## src/hashed_transposition_table_macros.svh

```systemverilog
// ----------------------------------------------------------------------------
// Hashed transposition table: assertion macros
// Implication checks clocked on clock and disabled while reset is high.
// ----------------------------------------------------------------------------
`ifndef HASHED_TRANSPOSITION_TABLE_MACROS_SVH
`define HASHED_TRANSPOSITION_TABLE_MACROS_SVH

// same-cycle implication
`define HTT_ASSERT_IMPL(name, ante, cons, msg) \
   name: assert property (@(posedge clock) disable iff (reset) (ante) |-> (cons)) \
      else $error(msg);

// next-cycle implication
`define HTT_ASSERT_NEXT(name, ante, cons, msg) \
   name: assert property (@(posedge clock) disable iff (reset) (ante) |=> (cons)) \
      else $error(msg);

`endif

```

## src/htt_pkg.sv

```systemverilog
// ----------------------------------------------------------------------------
// htt_pkg
// Shared types, field widths, codes and hash constants of the table.
// ----------------------------------------------------------------------------
`default_nettype none

package htt_pkg;

   localparam int unsigned ENTRIES_DEFAULT = 4096;

   localparam int unsigned CMD_W   = 2;
   localparam int unsigned KEY_W   = 64;
   localparam int unsigned BIN_W   = 8;
   localparam int unsigned META_W  = 17;
   localparam int unsigned DEPTH_W = 8;
   localparam int unsigned SCORE_W = 22;
   localparam int unsigned KIND_W  = 2;
   localparam int unsigned MOVE_W  = 16;
   localparam int unsigned GEN_W   = 16;
   localparam int unsigned HALF_W  = 32;

   localparam logic [CMD_W-1:0] CMD_LOOKUP  = 2'd0;
   localparam logic [CMD_W-1:0] CMD_STORE   = 2'd1;
   localparam logic [CMD_W-1:0] CMD_NEW_GEN = 2'd2;

   localparam logic [KIND_W-1:0] KIND_EMPTY = 2'd0;
   localparam logic [KIND_W-1:0] KIND_EXACT = 2'd1;

   localparam logic [MOVE_W-1:0] NO_MOVE   = 16'hFFFF;
   localparam logic [GEN_W-1:0]  GEN_RESET = 16'd1;

   // splitmix64 finalizer constants
   localparam logic [KEY_W-1:0] MIX_C0 = 64'h9E37_79B9_7F4A_7C15;
   localparam logic [KEY_W-1:0] MIX_C1 = 64'hBF58_476D_1CE4_E5B9;
   localparam logic [KEY_W-1:0] MIX_C2 = 64'h94D0_49BB_1331_11EB;
   localparam int unsigned MIX_SH1 = 30;
   localparam int unsigned MIX_SH2 = 27;
   localparam int unsigned MIX_SH3 = 31;
   localparam int unsigned ROT_RED  = 21;
   localparam int unsigned ROT_META = 43;

   // key word select of the hash unit
   localparam logic [1:0] WORD_BLUE = 2'd0;
   localparam logic [1:0] WORD_RED  = 2'd1;
   localparam logic [1:0] WORD_META = 2'd2;

   typedef struct packed {
      logic [KEY_W-1:0]   blue;
      logic [KEY_W-1:0]   red;
      logic [META_W-1:0]  meta;
      logic [SCORE_W-1:0] score;
      logic [MOVE_W-1:0]  move;
      logic [GEN_W-1:0]   gen;
      logic [DEPTH_W-1:0] depth;
      logic [KIND_W-1:0]  kind;
   } entry_type;

   typedef struct packed {
      logic rd;
      logic wr;
   } tbl_ctl_type;

   typedef enum logic [2:0] {
      HS_IDLE,
      HS_ADD,
      HS_MUL0,
      HS_MUL1,
      HS_MUL2,
      HS_MUL3
   } hash_state_type;

   typedef enum logic [1:0] {
      ST_IDLE,
      ST_HASH,
      ST_READ,
      ST_DECIDE
   } ctl_state_type;

endpackage

`default_nettype wire

```

## src/htt_hash.sv

```systemverilog
// ----------------------------------------------------------------------------
// htt_hash
// Key hash over three words with one shared 32x32 multiplier.
// ----------------------------------------------------------------------------
`default_nettype none

module htt_hash #(
   parameter int unsigned IDX_W = 12
) (
   input  logic                      clock,
   input  logic                      reset,
   input  logic                      start,
   input  logic [htt_pkg::KEY_W-1:0] blue,
   input  logic [htt_pkg::KEY_W-1:0] red,
   input  logic [htt_pkg::KEY_W-1:0] meta,
   output logic                      done,
   output logic [IDX_W-1:0]          hash
);
   import htt_pkg::*;

   hash_state_type     state_ff, state_in;
   logic [1:0]         word_ff, word_in;
   logic               pass_ff, pass_in;
   logic               done_ff, done_in;
   logic [KEY_W-1:0]   v_ff, v_in;
   logic [KEY_W-1:0]   acc_ff, acc_in;
   logic [KEY_W-1:0]   prod_ff, prod_in;
   logic [KEY_W-1:0]   h_ff, h_in;

   logic [KEY_W-1:0]   word_val;
   logic [KEY_W-1:0]   opnd;
   logic [KEY_W-1:0]   cst;
   logic [HALF_W-1:0]  mul_a, mul_b;
   logic [KEY_W-1:0]   product;
   logic [KEY_W-1:0]   sum;
   logic [KEY_W-1:0]   fin;
   logic [KEY_W-1:0]   rot;

   always_comb begin
      case (word_ff)
         WORD_BLUE: word_val = blue;
         WORD_RED:  word_val = red;
         default:   word_val = meta;
      endcase
   end

   assign opnd = pass_ff ? (v_ff ^ (v_ff >> MIX_SH2)) : (v_ff ^ (v_ff >> MIX_SH1));
   assign cst  = pass_ff ? MIX_C2 : MIX_C1;

   // partial products of the low 64 bits: lo*lo, lo*hi, hi*lo
   always_comb begin
      case (state_ff)
         HS_MUL0: begin
            mul_a = opnd[HALF_W-1:0];
            mul_b = cst[HALF_W-1:0];
         end
         HS_MUL1: begin
            mul_a = opnd[HALF_W-1:0];
            mul_b = cst[KEY_W-1:HALF_W];
         end
         default: begin
            mul_a = opnd[KEY_W-1:HALF_W];
            mul_b = cst[HALF_W-1:0];
         end
      endcase
   end

   assign product = {{HALF_W{1'b0}}, mul_a} * {{HALF_W{1'b0}}, mul_b};
   assign sum     = acc_ff + {prod_ff[HALF_W-1:0], {HALF_W{1'b0}}};
   assign fin     = sum ^ (sum >> MIX_SH3);

   always_comb begin
      case (word_ff)
         WORD_BLUE: rot = fin;
         WORD_RED:  rot = (fin << ROT_RED) | (fin >> (KEY_W - ROT_RED));
         default:   rot = (fin << ROT_META) | (fin >> (KEY_W - ROT_META));
      endcase
   end

   // next state
   always_comb begin
      state_in = state_ff;
      unique case (state_ff)
         HS_IDLE: if (start) state_in = HS_ADD;
         HS_ADD:  state_in = HS_MUL0;
         HS_MUL0: state_in = HS_MUL1;
         HS_MUL1: state_in = HS_MUL2;
         HS_MUL2: state_in = HS_MUL3;
         HS_MUL3: begin
            if (!pass_ff) begin
               state_in = HS_MUL0;
            end else if (word_ff == WORD_META) begin
               state_in = HS_IDLE;
            end else begin
               state_in = HS_ADD;
            end
         end
         default: state_in = HS_IDLE;
      endcase
   end

   // datapath
   always_comb begin
      word_in = word_ff;
      pass_in = pass_ff;
      done_in = 1'b0;
      v_in    = v_ff;
      acc_in  = acc_ff;
      prod_in = prod_ff;
      h_in    = h_ff;
      unique case (state_ff)
         HS_IDLE: begin
            if (start) begin
               word_in = WORD_BLUE;
               pass_in = 1'b0;
               h_in    = '0;
            end
         end
         HS_ADD: begin
            v_in    = word_val + MIX_C0;
            pass_in = 1'b0;
         end
         HS_MUL0: prod_in = product;
         HS_MUL1: begin
            acc_in  = prod_ff;
            prod_in = product;
         end
         HS_MUL2: begin
            acc_in  = sum;
            prod_in = product;
         end
         HS_MUL3: begin
            if (!pass_ff) begin
               v_in    = sum;
               pass_in = 1'b1;
            end else begin
               h_in    = h_ff ^ rot;
               word_in = word_ff + 2'd1;
               done_in = (word_ff == WORD_META);
            end
         end
         default: ;
      endcase
   end

   always_ff @(posedge clock) begin
      if (reset) begin
         state_ff <= HS_IDLE;
         done_ff  <= 1'b0;
      end else begin
         state_ff <= state_in;
         done_ff  <= done_in;
      end
   end

   always_ff @(posedge clock) begin
      word_ff <= word_in;
      pass_ff <= pass_in;
      v_ff    <= v_in;
      acc_ff  <= acc_in;
      prod_ff <= prod_in;
      h_ff    <= h_in;
   end

   assign done = done_ff;
   assign hash = h_ff[IDX_W-1:0];

endmodule

`default_nettype wire

```

## config.mk

```make
export PLATFORM = sky130hd
export DESIGN_NAME = htt_hash
export DESIGN_NICKNAME = d
export VERILOG_FILES = /design/src/hashed_transposition_table_macros.svh /design/src/htt_pkg.sv /design/src/htt_hash.sv
export SDC_FILE = /design/constraint.sdc
export NUM_CORES = 2
export LEC_CHECK = 0
export BUFFER_PORTS_ARGS = -buffer_cell sky130_fd_sc_hd__buf_2
export CORE_MARGIN = 8
export CORE_UTILIZATION = 55
export DETAILED_ROUTE_END_ITERATION = 6
export PLACE_DENSITY = 0.84
export SLEW_MARGIN = 5
export SYNTH_ARGS = -nofsm -noshare
export SYNTH_HDL_FRONTEND = slang
export SYNTH_SLANG_ARGS = --single-unit
```

## constraint.sdc

```tcl
create_clock -name clock -period 13 [get_ports clock]
set_input_delay 3.9 -clock clock [delete_from_list [all_inputs] [get_ports clock]]
set_output_delay 3.9 -clock clock [all_outputs]
set_load 0.01 [all_outputs]
```

==> out/qor.csv <==
metric,value,unit
syn nets,5912,
gr ovfl total,0,
Starting Density,55.2,%
Crit. End Element,flip-flop,
RR Startpoint,state_ff[1]$_SDFFE_PP0P_,
Finished Core Util,58.7,%
Final period util,91.1,%
Post-Syn Area,43300,µm²
Clock Path Buffers,3,
"Seq/Total Area, Yosys",14.5,%
worst hold path depth,2,
Worst Hold Endpoint,acc_ff[63]$_DFFE_PN_,
cts bufs inserted,19,
Synth async-reset ratio,0,%
worst setup path category,flip-flop to flip-flop,
"Top FF cell, synth",edfxtp_1,
Worst R2R Path Depth,27,
final setup vio count,0,
hold_ws,525,ps
required time worst endpoint,13250,ps
H-tree depth,1,
"Reg clk slew, reported paths",70,ps
number of synthesized flops with an enable pin,207,
height of the die,297,µm
I/O Buffers,207,
wire length per cell,24.3,µm
placer congestion estimate,1.04,
RSZ-0062 raised after global routing,no,
DRT iter0 DRCs,4236,
Clock Latency Late Sink,520,ps
cts hold-fix bufs,0,
Max-Cap Viols,0,
most frequent cells in the layout,"981 x inv_1, 769 x fa_1, 416 x ha_1, 308 x nand2_1, 290 x nor2_1",
Worst Hold Class,flip-flop to flip-flop,
Top Ports,208,
Rows,103,
number of global-route vias before repair,35000,
number of diodes,0,
via count,33700,
crit path DAT,12100,ps
setup TNS,0,ps
DRC,0,
worst reg-to-reg setup slack,1160,ps
top achievable clock speed,84.4,MHz
routed wire length,139,mm
core area,78500,µm²
initial antenna violation count,3,
fin crit period,11840,ps
TritonCTS Sinks,211,
clk root buf,clkbuf_16,
synthesis-to-finish area growth,6.21,%
relative slew slack,16.8,%
Vias/cell,5.91,
critical path startpoint category,flip-flop,
CTS tree,yes,
Seq cells post-synth,211,
Hold Path Origin,prod_ff[63]$_DFFE_PP_,
Die X,297,µm
crit-path max FO,29,
"commonest non-fill, non-tap cell in the layout",inv_1,
Crit Reg-Reg Endpoint,prod_ff[61]$_DFFE_PP_,
hpwl dp,119,mm
full die area,88000,µm²
DRT Pass-1 Iters,6,
gr usage total,31.1,%
YS warnings,0,
layout cells sized above 1,8.51,%
average size of a mapped cell,9.57,µm²
first-pass GRT wire length,210,mm
final hold vios,0,
Post-Syn Instances,4530,
Nets,6029,
Worst-Margin Slew,1250,ps
run status,"complete, no violations",
Final Max Tran Viols,0,
clock skew,24.9,ps
cts repair resizes,0,
postcts setup bufs,0,
post-synth cell types,82,
"antenna viol nets, final",0,
largest net degree at the start of global routing,79,
## cell type report
class / instances / area (µm²)
Fill cell: 6576 / 32500
Inverter: 988 / 3710
Multi-Input combinational cell: 3161 / 32700
Timing Repair Buffer: 266 / 1480
Tap cell: 1050 / 1310
Clock buffer: 22 / 487
Clock inverter: 7 / 40.0
Sequential cell: 211 / 6300
## synth_stat cells, types with 77 or more instances
cell type  instances  area [µm²]
edfxtp_1         207        6220
clkbuf_1         133         499
ha_1             418        5230
a21oi_1          167         836
and2_1            94         588
nand2b_1          77         482
xor2_1           122        1070
inv_1            982        3690
nand2_1          311        1170
fa_1             769       15400
xnor2_1          162        1420
nor2_1           291        1090
o21ai_0          124         621
## worst max path at each step
stage / from / endpoint / slack, ps / depth (start not counted)
final: state_ff[1]$_SDFFE_PP0P_ / prod_ff[61]$_DFFE_PP_ / 1160 / 27
after global routing: state_ff[1]$_SDFFE_PP0P_ / prod_ff[61]$_DFFE_PP_ / 980 / 30
after CTS: state_ff[1]$_SDFFE_PP0P_ / prod_ff[61]$_DFFE_PP_ / 1660 / 30
after detailed placement: state_ff[1]$_SDFFE_PP0P_ / prod_ff[61]$_DFFE_PP_ / 1710 / 27
after global placement: state_ff[1]$_SDFFE_PP0P_ / prod_ff[61]$_DFFE_PP_ / 1980 / 27
after floorplan: pass_ff$_DFFE_PP_ / prod_ff[61]$_DFFE_PP_ / 2890 / 33
## worst max-delay path, cell delays in order, from the launching register on
cell and delay (ps):
dfxtp_1 570, nor2b_1 600, and2_1 940, inv_2 130, buf_4 340, ha_1 690, nor2_1 570, fa_1 490
inv_1 80, fa_1 420, inv_1 90, fa_1 440, fa_1 670, fa_1 490, fa_1 530, fa_1 440
fa_1 530, ha_1 420, a21o_1 230, a41oi_1 220, nand3_1 110, o21ai_0 510, o31ai_1 290, a31oi_1 400
nor2_1 90, a2111oi_0 900, o41ai_1 190, xor2_1 180
## logic make-up after synthesis
family	share of synthesized area [%]
buf+inv	10.1
mux	1.40
xor+xnor	5.84
flops	14.5
simple gates	10.9
fa+ha+maj	47.7
compound gates	9.55
## routing by layer
layer	vias up	wire length (µm)	global-route usage [%]
met1	16600	52600	42.3
met3	493	16500	6.80
met2	2133	60800	47.0
met4	4	8850	15.0
met5	-	26	0
li1	14500	-	-
## state kept, by name, indices dropped and copies added (netlist names)
signal	cells
pass_ff	1
prod_ff	64
h_ff	12
state_ff	3
acc_ff	64
word_ff	2
v_ff	64
done	1
## stage by stage
step           cells  area, µm²  setup slack [ps]
2_1_floorplan   4530      43300              2890
3_3_place_gp    5676      45500              1980
3_5_place_dp    5676      45500              1710
4_1_cts         5705      46000              1660
5_1_grt         5705      46000               982
6_report        5705      46000              1160
Power is left out: the tool's default activity adds up to more than one toggle a clock period on the data nets, which glitch-free logic cannot reach.
